==> config.mk <==
export PLATFORM = sky130hd
export DESIGN_NAME = boolean_rpn_stack_evaluator_top
export DESIGN_NICKNAME = d
export VERILOG_FILES = /design/src/rtl/brse_pkg.sv /design/src/rtl/boolean_rpn_stack_evaluator_top.sv /design/src/rtl/brse_cell.sv
export VERILOG_INCLUDE_DIRS = /design/src /design/src/rtl
export SDC_FILE = /design/constraint.sdc
export NUM_CORES = 1
export LEC_CHECK = 0
export ABC_AREA = 1
export BUFFER_PORTS_ARGS = -buffer_cell sky130_fd_sc_hd__buf_4
export CORE_MARGIN = 2
export CORE_UTILIZATION = 30
export DETAILED_ROUTE_END_ITERATION = 12
export GPL_TIMING_DRIVEN = 0
export PLACE_DENSITY = 0.52
export SETUP_SLACK_MARGIN = 0.1
export SYNTH_ARGS = -nofsm -noshare
export SYNTH_HDL_FRONTEND = slang
export SYNTH_HIERARCHICAL = 1
export SYNTH_SLANG_ARGS = --single-unit
export TNS_END_PERCENT = 1
==> constraint.sdc <==
create_clock -name i_clk -period 4.2 [get_ports i_clk]
set_input_delay 0 -clock i_clk [delete_from_list [all_inputs] [get_ports i_clk]]
set_output_delay 0 -clock i_clk [all_outputs]
set_load 0.1 [all_outputs]
==> src/rtl/boolean_rpn_stack_evaluator_top_macros.svh <==
// assertion macros for the boolean postfix evaluator
// used by boolean_rpn_stack_evaluator_top; expects i_clk and i_rst_n in scope
`ifndef BOOLEAN_RPN_STACK_EVALUATOR_TOP_MACROS_SVH
`define BOOLEAN_RPN_STACK_EVALUATOR_TOP_MACROS_SVH

// property sampled on the rising clock, off while reset is held
`define BRSE_ASSERT(lbl, prop, msg) \
    lbl: assert property (@(posedge i_clk) disable iff (!i_rst_n) (prop)) else $error(msg);

// same-cycle implication
`define BRSE_ASSERT_IMPL(lbl, ante, cons, msg) \
    lbl: assert property (@(posedge i_clk) disable iff (!i_rst_n) (ante) |-> (cons)) \
        else $error(msg);

`endif

==> src/rtl/brse_pkg.sv <==
// shared constants, opcodes and stack cell command type
// for the boolean postfix evaluator; no dependencies
`timescale 1ns / 1ps
`default_nettype none

package brse_pkg;

    localparam int STACK_SLOTS  = 16;
    localparam int MAX_OPERANDS = 8;

    localparam int OPCODE_W = 3;
    localparam int COUNT_W  = 8;
    localparam int OPTION_W = 64;
    localparam int FILL_W   = $clog2(STACK_SLOTS + 1);
    localparam int REM_W    = $clog2(MAX_OPERANDS + 1);

    localparam logic [COUNT_W-1:0] MAX_OPS_CNT = COUNT_W'(MAX_OPERANDS);
    localparam logic [FILL_W-1:0]  FULL_FILL   = FILL_W'(STACK_SLOTS);

    typedef enum logic [OPCODE_W-1:0] {
        OP_LEAF_DONE = 3'd0,
        OP_LEAF_EQ   = 3'd1,
        OP_ALL       = 3'd2,
        OP_ANY       = 3'd3,
        OP_NEGATE    = 3'd4
    } t_opcode;

    typedef enum logic [2:0] {
        CELL_HOLD,
        CELL_PUSH,
        CELL_MERGE_AND,
        CELL_MERGE_OR,
        CELL_FLIP,
        CELL_CLEAR
    } t_cell_op;

    typedef struct packed {
        t_cell_op op;
        logic     push_bit;
    } t_cell_cmd;

endpackage

`default_nettype wire

==> src/rtl/boolean_rpn_stack_evaluator_top.sv <==
// leaf and negate beats act on the stack from the idle state; all/any do arg_count-1
// pairwise merges, one merge per cycle through the cell chain; an end beat
// then waits in the finish state while the previous result still waits on i_stall
// o_stall is high outside the idle state, so the block takes one beat at a time
// reset: synchronous active-low i_rst_n empties stack and sticky error, drops o_valid
`timescale 1ns / 1ps
`default_nettype none
`include "boolean_rpn_stack_evaluator_top_macros.svh"

module boolean_rpn_stack_evaluator_top (
    input  wire                              i_clk,
    input  wire                              i_rst_n,
    // instruction channel
    input  wire                              i_valid,
    output logic                             o_stall,
    input  wire [brse_pkg::OPCODE_W-1:0]     i_opcode,
    input  wire [brse_pkg::COUNT_W-1:0]      i_arg_count,
    input  wire                              i_objective_done,
    input  wire [brse_pkg::OPTION_W-1:0]     i_chosen_option,
    input  wire [brse_pkg::OPTION_W-1:0]     i_wanted_option,
    input  wire                              i_end_of_program,
    // result channel
    output logic                             o_valid,
    input  wire                              i_stall,
    output logic                             o_truth,
    output logic                             o_fault
);

    // sequencer states: idle takes a beat, reduce keeps merging the top two
    // entries, finish hands the program result to the output register
    typedef enum logic [1:0] {
        S_IDLE,
        S_REDUCE,
        S_FINISH
    } t_state;

    t_state                      r_state, n_state;
    logic [brse_pkg::FILL_W-1:0] r_fill, n_fill;
    logic                        r_err, n_err;
    logic [brse_pkg::REM_W-1:0]  r_rem, n_rem;
    logic                        r_is_or, n_is_or;
    logic                        r_last, n_last;
    logic                        r_out_valid, n_out_valid;
    logic                        r_truth, n_truth;
    logic                        r_fault, n_fault;

    brse_pkg::t_cell_cmd         w_cmd;
    logic                        w_leaf_bit;
    logic                        w_cell_bit [brse_pkg::STACK_SLOTS];
    logic                        w_count_bad;
    logic                        w_too_few;

    // value pushed by the two leaf kinds
    assign w_leaf_bit = (brse_pkg::t_opcode'(i_opcode) == brse_pkg::OP_LEAF_EQ)
                      ? (i_chosen_option == i_wanted_option)
                      : i_objective_done;

    // all/any checks: count out of range or not enough entries on the stack
    assign w_count_bad = (i_arg_count < brse_pkg::COUNT_W'(2))
                      || (i_arg_count > brse_pkg::MAX_OPS_CNT);
    assign w_too_few   = brse_pkg::COUNT_W'(r_fill) < i_arg_count;

    always_comb begin
        n_state     = r_state;
        n_fill      = r_fill;
        n_err       = r_err;
        n_rem       = r_rem;
        n_is_or     = r_is_or;
        n_last      = r_last;
        n_out_valid = r_out_valid && i_stall;
        n_truth     = r_truth;
        n_fault     = r_fault;
        w_cmd.op       = brse_pkg::CELL_HOLD;
        w_cmd.push_bit = w_leaf_bit;

        unique case (r_state)
            S_IDLE: begin
                if (i_valid) begin
                    n_last  = i_end_of_program;
                    n_state = i_end_of_program ? S_FINISH : S_IDLE;
                    // once an error is seen the rest of the program is skipped
                    if (!r_err) begin
                        unique case (brse_pkg::t_opcode'(i_opcode)) inside
                            brse_pkg::OP_LEAF_DONE, brse_pkg::OP_LEAF_EQ: begin
                                if (r_fill == brse_pkg::FULL_FILL) begin
                                    n_err = 1'b1;
                                end else begin
                                    w_cmd.op = brse_pkg::CELL_PUSH;
                                    n_fill   = r_fill + brse_pkg::FILL_W'(1);
                                end
                            end
                            brse_pkg::OP_ALL, brse_pkg::OP_ANY: begin
                                if (w_count_bad || w_too_few) begin
                                    n_err = 1'b1;
                                end else begin
                                    // first merge happens right away
                                    n_is_or  = (brse_pkg::t_opcode'(i_opcode)
                                                == brse_pkg::OP_ANY);
                                    w_cmd.op = n_is_or ? brse_pkg::CELL_MERGE_OR
                                                       : brse_pkg::CELL_MERGE_AND;
                                    n_fill   = r_fill - brse_pkg::FILL_W'(1);
                                    if (i_arg_count > brse_pkg::COUNT_W'(2)) begin
                                        n_rem   = brse_pkg::REM_W'(i_arg_count
                                                  - brse_pkg::COUNT_W'(2));
                                        n_state = S_REDUCE;
                                    end
                                end
                            end
                            brse_pkg::OP_NEGATE: begin
                                if (i_arg_count != brse_pkg::COUNT_W'(1)
                                    || r_fill == '0) begin
                                    n_err = 1'b1;
                                end else begin
                                    w_cmd.op = brse_pkg::CELL_FLIP;
                                end
                            end
                            default: n_err = 1'b1;
                        endcase
                    end
                end
            end
            S_REDUCE: begin
                w_cmd.op = r_is_or ? brse_pkg::CELL_MERGE_OR : brse_pkg::CELL_MERGE_AND;
                n_fill   = r_fill - brse_pkg::FILL_W'(1);
                n_rem    = r_rem - brse_pkg::REM_W'(1);
                if (r_rem == brse_pkg::REM_W'(1)) begin
                    n_state = r_last ? S_FINISH : S_IDLE;
                end
            end
            S_FINISH: begin
                // wait for a free output slot, then report and empty the stack
                if (!r_out_valid || !i_stall) begin
                    n_out_valid = 1'b1;
                    n_fault     = r_err || (r_fill != brse_pkg::FILL_W'(1));
                    n_truth     = n_fault ? 1'b0 : w_cell_bit[0];
                    w_cmd.op    = brse_pkg::CELL_CLEAR;
                    n_fill      = '0;
                    n_err       = 1'b0;
                    n_last      = 1'b0;
                    n_state     = S_IDLE;
                end
            end
            default: n_state = S_IDLE;
        endcase
    end

    always_ff @(posedge i_clk) begin
        if (!i_rst_n) begin
            r_state     <= S_IDLE;
            r_fill      <= '0;
            r_err       <= 1'b0;
            r_last      <= 1'b0;
            r_out_valid <= 1'b0;
        end else begin
            r_state     <= n_state;
            r_fill      <= n_fill;
            r_err       <= n_err;
            r_last      <= n_last;
            r_out_valid <= n_out_valid;
        end
        r_rem   <= n_rem;
        r_is_or <= n_is_or;
        r_truth <= n_truth;
        r_fault <= n_fault;
    end

    // stack as a chain of bit cells, cell 0 is the top of stack
    for (genvar g = 0; g < brse_pkg::STACK_SLOTS; g++) begin : g_cell
        logic w_above;
        logic w_below;
        if (g == 0) begin : g_top
            assign w_above = w_cmd.push_bit;
        end else begin : g_mid
            assign w_above = w_cell_bit[g-1];
        end
        if (g == brse_pkg::STACK_SLOTS - 1) begin : g_bottom
            assign w_below = 1'b0;
        end else begin : g_link
            assign w_below = w_cell_bit[g+1];
        end
        brse_cell u_cell (
            .i_clk        (i_clk),
            .i_rst_n      (i_rst_n),
            .i_cmd        (w_cmd),
            .i_is_top     (1'(g == 0)),
            .i_from_above (w_above),
            .i_from_below (w_below),
            .o_bit        (w_cell_bit[g])
        );
    end

    assign o_stall = (r_state != S_IDLE);
    assign o_valid = r_out_valid;
    assign o_truth = r_truth;
    assign o_fault = r_fault;

    `BRSE_ASSERT(a_fill_bound, r_fill <= brse_pkg::FULL_FILL, "stack fill above depth")
    `BRSE_ASSERT_IMPL(a_reduce_operands, r_state == S_REDUCE,
        r_fill >= brse_pkg::FILL_W'(2) && r_rem != '0, "merge without two entries")
    `BRSE_ASSERT_IMPL(a_result_source, $rose(r_out_valid),
        $past(r_state) == S_FINISH, "result raised outside finish")
    `BRSE_ASSERT_IMPL(a_clear_after_end, $rose(r_out_valid),
        r_fill == '0 && !r_err, "stack not emptied after program end")

endmodule

`default_nettype wire

==> src/rtl/brse_cell.sv <==
// one bit of the evaluation stack, linked to its neighbors
// depends on brse_pkg for the command type
`timescale 1ns / 1ps
`default_nettype none

module brse_cell (
    input  wire                  i_clk,
    input  wire                  i_rst_n,
    input  brse_pkg::t_cell_cmd  i_cmd,
    input  wire                  i_is_top,
    input  wire                  i_from_above,
    input  wire                  i_from_below,
    output logic                 o_bit
);

    logic r_bit;
    logic n_bit;

    always_comb begin
        n_bit = r_bit;
        unique case (i_cmd.op)
            brse_pkg::CELL_HOLD:      n_bit = r_bit;
            brse_pkg::CELL_PUSH:      n_bit = i_from_above;
            // top cell folds its neighbor in, the rest move up one place
            brse_pkg::CELL_MERGE_AND: n_bit = i_is_top ? (r_bit & i_from_below) : i_from_below;
            brse_pkg::CELL_MERGE_OR:  n_bit = i_is_top ? (r_bit | i_from_below) : i_from_below;
            brse_pkg::CELL_FLIP:      n_bit = i_is_top ? ~r_bit : r_bit;
            brse_pkg::CELL_CLEAR:     n_bit = 1'b0;
            default:                  n_bit = r_bit;
        endcase
    end

    always_ff @(posedge i_clk) begin
        if (!i_rst_n) begin
            r_bit <= 1'b0;
        end else begin
            r_bit <= n_bit;
        end
    end

    assign o_bit = r_bit;

endmodule

`default_nettype wire

==> out/metrics.sh <==
STATUS='finished clean'
COUNT_OF_FLIP_FLOPS_WITH_A_BUILT_IN_ENABLE_AFTER_SYNTHESIS=7
GRT_UTIL_MET3_PCT=3.16
KIND_OF_CRITICAL_PATH='reg2reg'
FINAL.SETUP.WORST_SLACK_NS=1.41
SYN-INSTANCE-COUNT=701
DRTANTENNAVIOLNETS=0
GRT_START_MAX_NET_PINS=26
FIRST_GLOBAL_VIAS=4356
GLOBALPLACE.CONGESTION=0.824
CLOCK-SKEW-FINAL_NS=0.00524
GROUTE.USAGE.OVERALL_PCT=16.3
CLKSLEWWORSTSETUPHOLDPATHS_NS=0.06
CTS_SETUP_BUFFERS=0
DETAILEDROUTE.FIRSTPASSITERATIONCOUNT=7
CTS_HOLD_BUFFERS_ADDED=0
SEQCELLAREA_SQ_UM=731
MULTIINPUTGATEAREA_SQ_UM=3130
OVERFLOW=0
SYNTH_SEQ_AREA_SHARE_PCT=17.3
STD_CELL_ROWS=43
CHIPHEIGHT_UM=123
PERIOD_SHARE_PCT=66.4
FINALCRITICALPERIOD_NS=2.79
SHARE_OF_LAYOUT_CELLS_ABOVE_DRIVE_STRENGTH_1_PCT=27.5
PINS_OVER_SLEW_LIMIT=0
WORST_PATH_LARGEST_CELL_DELAY_NS=0.52
AREAGROWTHSYNTHTOFINISH_PCT=45.0
SETUP_VIOLATIONS=0
CLOCK.FMAX_MHz=359
DRT-INITIAL-DRC-COUNT=212
SYNTH_WARNINGS=6
SYNTH.LIB_CELLS_USED.DISTINCT=41
PATH_CELLS='ha_1 > nand2_1 > inv_1 > nand2_1 > nand2_1 > nand2_1 > nand2_1 > nand2_2 > o22ai_1 > nand3_1 > a21oi_4 > buf_16 > buf_16 > a21oi_1 > a21oi_1 > nor2_2'
SINK_COUNT=33
WORST_HOLD_STARTPOINT='i_valid'
FINAL_UTIL_PCT=44.2
NETS=1085
STATIC-LEAKAGE-POWER_uW=0.00306
FIRST_PASS_GRT_WIRE_LENGTH_MM=19.7
CTS_INSERTED_BUFFERS=5
CTS_MAX_LEVEL=2
WHS_PATH_CELLS=3
SYNTH-SEQ-CELLS=33
GLOBAL_ROUTE.PEAK_USAGE_LAYER='met2'
ROOT_BUFFER='sky130_fd_sc_hd__clkbuf_16'
CRIT_PATH_SLOWEST_CELL='sky130_fd_sc_hd__a21oi_4'
ACTUAL_TRANSITION_AT_THE_WORST_MAX_TRANSITION_PIN_NS=0.609
CTS-RESIZED-GATES=0
R2R.WORST_PATH.CELLS=16
ASYNCSETRESETFLOPFRACSYNTH_PCT=0
DIE_WIDTH_UM=123
DRC_ERRORS=0
CTS_TREE='built'
WL_PER_CELL_UM=10.7
GRTUSAGEMET1_PCT=19.0
NETLIST_AREA_SQ_UM=4220
ROUTE.VIAS.TOTAL=4657
CLK-INSERTION-DELAY-LATE_NS=0.28
MAX-SLEW-MARGIN-REL_PCT=59.0
ORIGIN_OF_THE_CRITICAL_FLOP_TO_FLOP_PATH='r_fill[3]$_SDFFE_PN0P_'
SYN_AREA_PER_CELL_SQ_UM=6.01
DRT_VIA_DENSITY=4.21
INITIAL_CORE_UTIL_PCT=30.5
GRT_ANTENNA_BEFORE_REPAIR=1
CRITICAL_PATH.ENDPOINT_TYPE='flip-flop'
PATH_MAX_FANOUT=25
PORT_BUFFERS=148
HOLD_VIOL=0
WORSTSETUPSTARTPOINTTYPE='flip-flop'
FILL_CELLS=1471
POWER_PER_CELL_AREA_nW_PER_UM2=230
CORE_AREA_SQ_UM=13800
DRT-TOTAL-WL_MM=11.8
POSTSYNTH.TOPFLOPCELL='sky130_fd_sc_hd__dfxtp_1'
DIE-AREA_SQ_UM=15000
CRITPATHREQUIREDTIME_NS=4.37
POWER.IR.VDD_WORST_uV=151
DETAILED_PLACE_HPWL_MM=9.75
WORST_SETUP_PATH_STARTPOINT='r_fill[3]$_SDFFE_PN0P_'
CRIT_PATH_FREQUENT_CELL='sky130_fd_sc_hd__nand2_1'
CTS.PATH.MAX_BUFFERS=2
PRECTSSETUPSLACK_NS=1.43
RSZ0062_AT_GRT='false'
MAX_CAP_VIOLATIONS=0
MET2_GLOBAL_ROUTE_USAGE_PCT=29.4
WORST_HOLD_PATH_TYPE='in2reg'
CP.ARRIVAL_NS=2.96
IOPINCOUNT=149
[layer usage]
layer	wire [um]	vias to the layer above
met5	0	-
met4	371	0
met3	702	18
met2	5610	131
met1	5100	1913
li1	-	2595
[final cells by class]
type                       instances  area share, %
multi-input combinational        566           51.1
antenna                            1         0.0410
clock buffer                       5           2.05
buffer                             2          0.266
sequential                        33           12.0
inverter                         164           10.1
timing repair buffer             152           20.0
clock inverter                     3          0.758
tap                              180           3.69
[Yosys cell counts, types with 2 or more instances]
library cell | count | area [sq um]
sky130_fd_sc_hd__inv_1 | 122 | 458
sky130_fd_sc_hd__nand2_1 | 121 | 454
sky130_fd_sc_hd__nand3_1 | 96 | 480
sky130_fd_sc_hd__xnor2_1 | 50 | 438
sky130_fd_sc_hd__nor2_1 | 47 | 176
sky130_fd_sc_hd__a21oi_1 | 44 | 220
sky130_fd_sc_hd__inv_2 | 40 | 150
sky130_fd_sc_hd__nor2_2 | 34 | 213
sky130_fd_sc_hd__dfxtp_1 | 26 | 521
sky130_fd_sc_hd__o21ai_1 | 17 | 85.1
sky130_fd_sc_hd__ha_1 | 16 | 200
sky130_fd_sc_hd__o21ai_0 | 14 | 70.1
sky130_fd_sc_hd__xor2_1 | 14 | 123
sky130_fd_sc_hd__nand4_1 | 11 | 68.8
sky130_fd_sc_hd__edfxtp_1 | 7 | 210
sky130_fd_sc_hd__o2111ai_1 | 4 | 35.0
sky130_fd_sc_hd__o22ai_1 | 4 | 25.0
sky130_fd_sc_hd__nand3_2 | 3 | 30.0
sky130_fd_sc_hd__nor3_1 | 3 | 15.0
sky130_fd_sc_hd__and3_1 | 2 | 12.5
sky130_fd_sc_hd__conb_1 | 2 | 7.51
sky130_fd_sc_hd__nor3_2 | 2 | 20.0
sky130_fd_sc_hd__nor4_1 | 2 | 12.5
sky130_fd_sc_hd__o211ai_1 | 2 | 15.0
sky130_fd_sc_hd__or2_2 | 2 | 12.5
[critical path, delay by kind of cell (launching register included)]
family / cells / cell delay [ns]
compound gates: 4 / 0.88
fa+ha+maj: 1 / 0.34
buf+inv: 3 / 0.44
flops: 1 / 0.41
simple gates: 8 / 0.57
[path summary, 6_finish.rpt]
kind	endpoint	slack (ns)
setup / recovery	g_cell[8].u_cell/o_bit$_SDFFE_PN0P_	1.41
hold / removal	r_last$_SDFFE_PN0P_	0.03
setup reg to reg	g_cell[8].u_cell/o_bit$_SDFFE_PN0P_	1.41
hold reg to reg	r_last$_SDFFE_PN0P_	0.49
[layout by cell type (no fill, tap or decap), types with 3 or more instances in the layout]
cell type                   netlist  layout
sky130_fd_sc_hd__nand3_1         96      96
sky130_fd_sc_hd__nand3_2          3       3
sky130_fd_sc_hd__inv_2           40      40
sky130_fd_sc_hd__conb_1           2      66
sky130_fd_sc_hd__ha_1            16      16
sky130_fd_sc_hd__o2111ai_1        4       4
sky130_fd_sc_hd__xor2_1          14      14
sky130_fd_sc_hd__dfxtp_1         26      26
sky130_fd_sc_hd__buf_16           0       4
sky130_fd_sc_hd__nor3_1           3       3
sky130_fd_sc_hd__nor2_1          47      47
sky130_fd_sc_hd__nor2_2          34      34
sky130_fd_sc_hd__buf_4            0     148
sky130_fd_sc_hd__o21ai_1         17      17
sky130_fd_sc_hd__nand4_1         11      11
sky130_fd_sc_hd__xnor2_1         50      50
sky130_fd_sc_hd__edfxtp_1         7       7
sky130_fd_sc_hd__nand2_1        121     121
sky130_fd_sc_hd__o22ai_1          4       4
sky130_fd_sc_hd__a21oi_1         44      42
sky130_fd_sc_hd__inv_1          122     122
sky130_fd_sc_hd__o21ai_0         14      14
sky130_fd_sc_hd__clkbuf_16        0       5
[sequential cells by signal, indices dropped and copies added, names as in the netlist]
register and cells:
r_rem 4, o_valid 1, r_last 1, r_state 2
o_truth 1, g_cell.u_cell/o_bit 16, r_fill 5, r_is_or 1
o_fault 1, r_err 1
[power by group]
part	switching, uW	total (uW)	internal [uW]
registers	35.5	389	354
clock network	151	432	281
logic	311	582	271
total	498	1400	905
[per-stage QoR]
| stage | std cells | area (sq um) | total power [uW] | hold slack, ns | setup TNS [ns] |
|---|---|---|---|---|---|
| 3_5_place_dp | 1097 | 5940 | 981 | 0.328 | 0 |
| 6_report | 1106 | 6110 | 1400 | 0.0316 | 0 |
| 4_1_cts | 1105 | 6110 | 1420 | 0.0240 | 0 |
| 2_1_floorplan | 765 | 4460 | 764 | 0.120 | 0 |
| 3_3_place_gp | 1093 | 5790 | 974 | 0.325 | -21.67 |
| 5_1_grt | 1106 | 6110 | 1520 | 0.0499 | 0 |
[logic make-up after synthesis]
| logic type | share of synthesized area, % |
|---|---|
| DFF | 17.3 |
| adders and majority gates | 4.75 |
| muxes | 0.237 |
| AOI/OAI and AO/OA | 11.9 |
| buffers and inverters | 15.0 |
| other | 0.178 |
| and+or+nand+nor | 37.3 |
| xor gates and xnor gates | 13.3 |
Power figures use the tool's default switching activity.
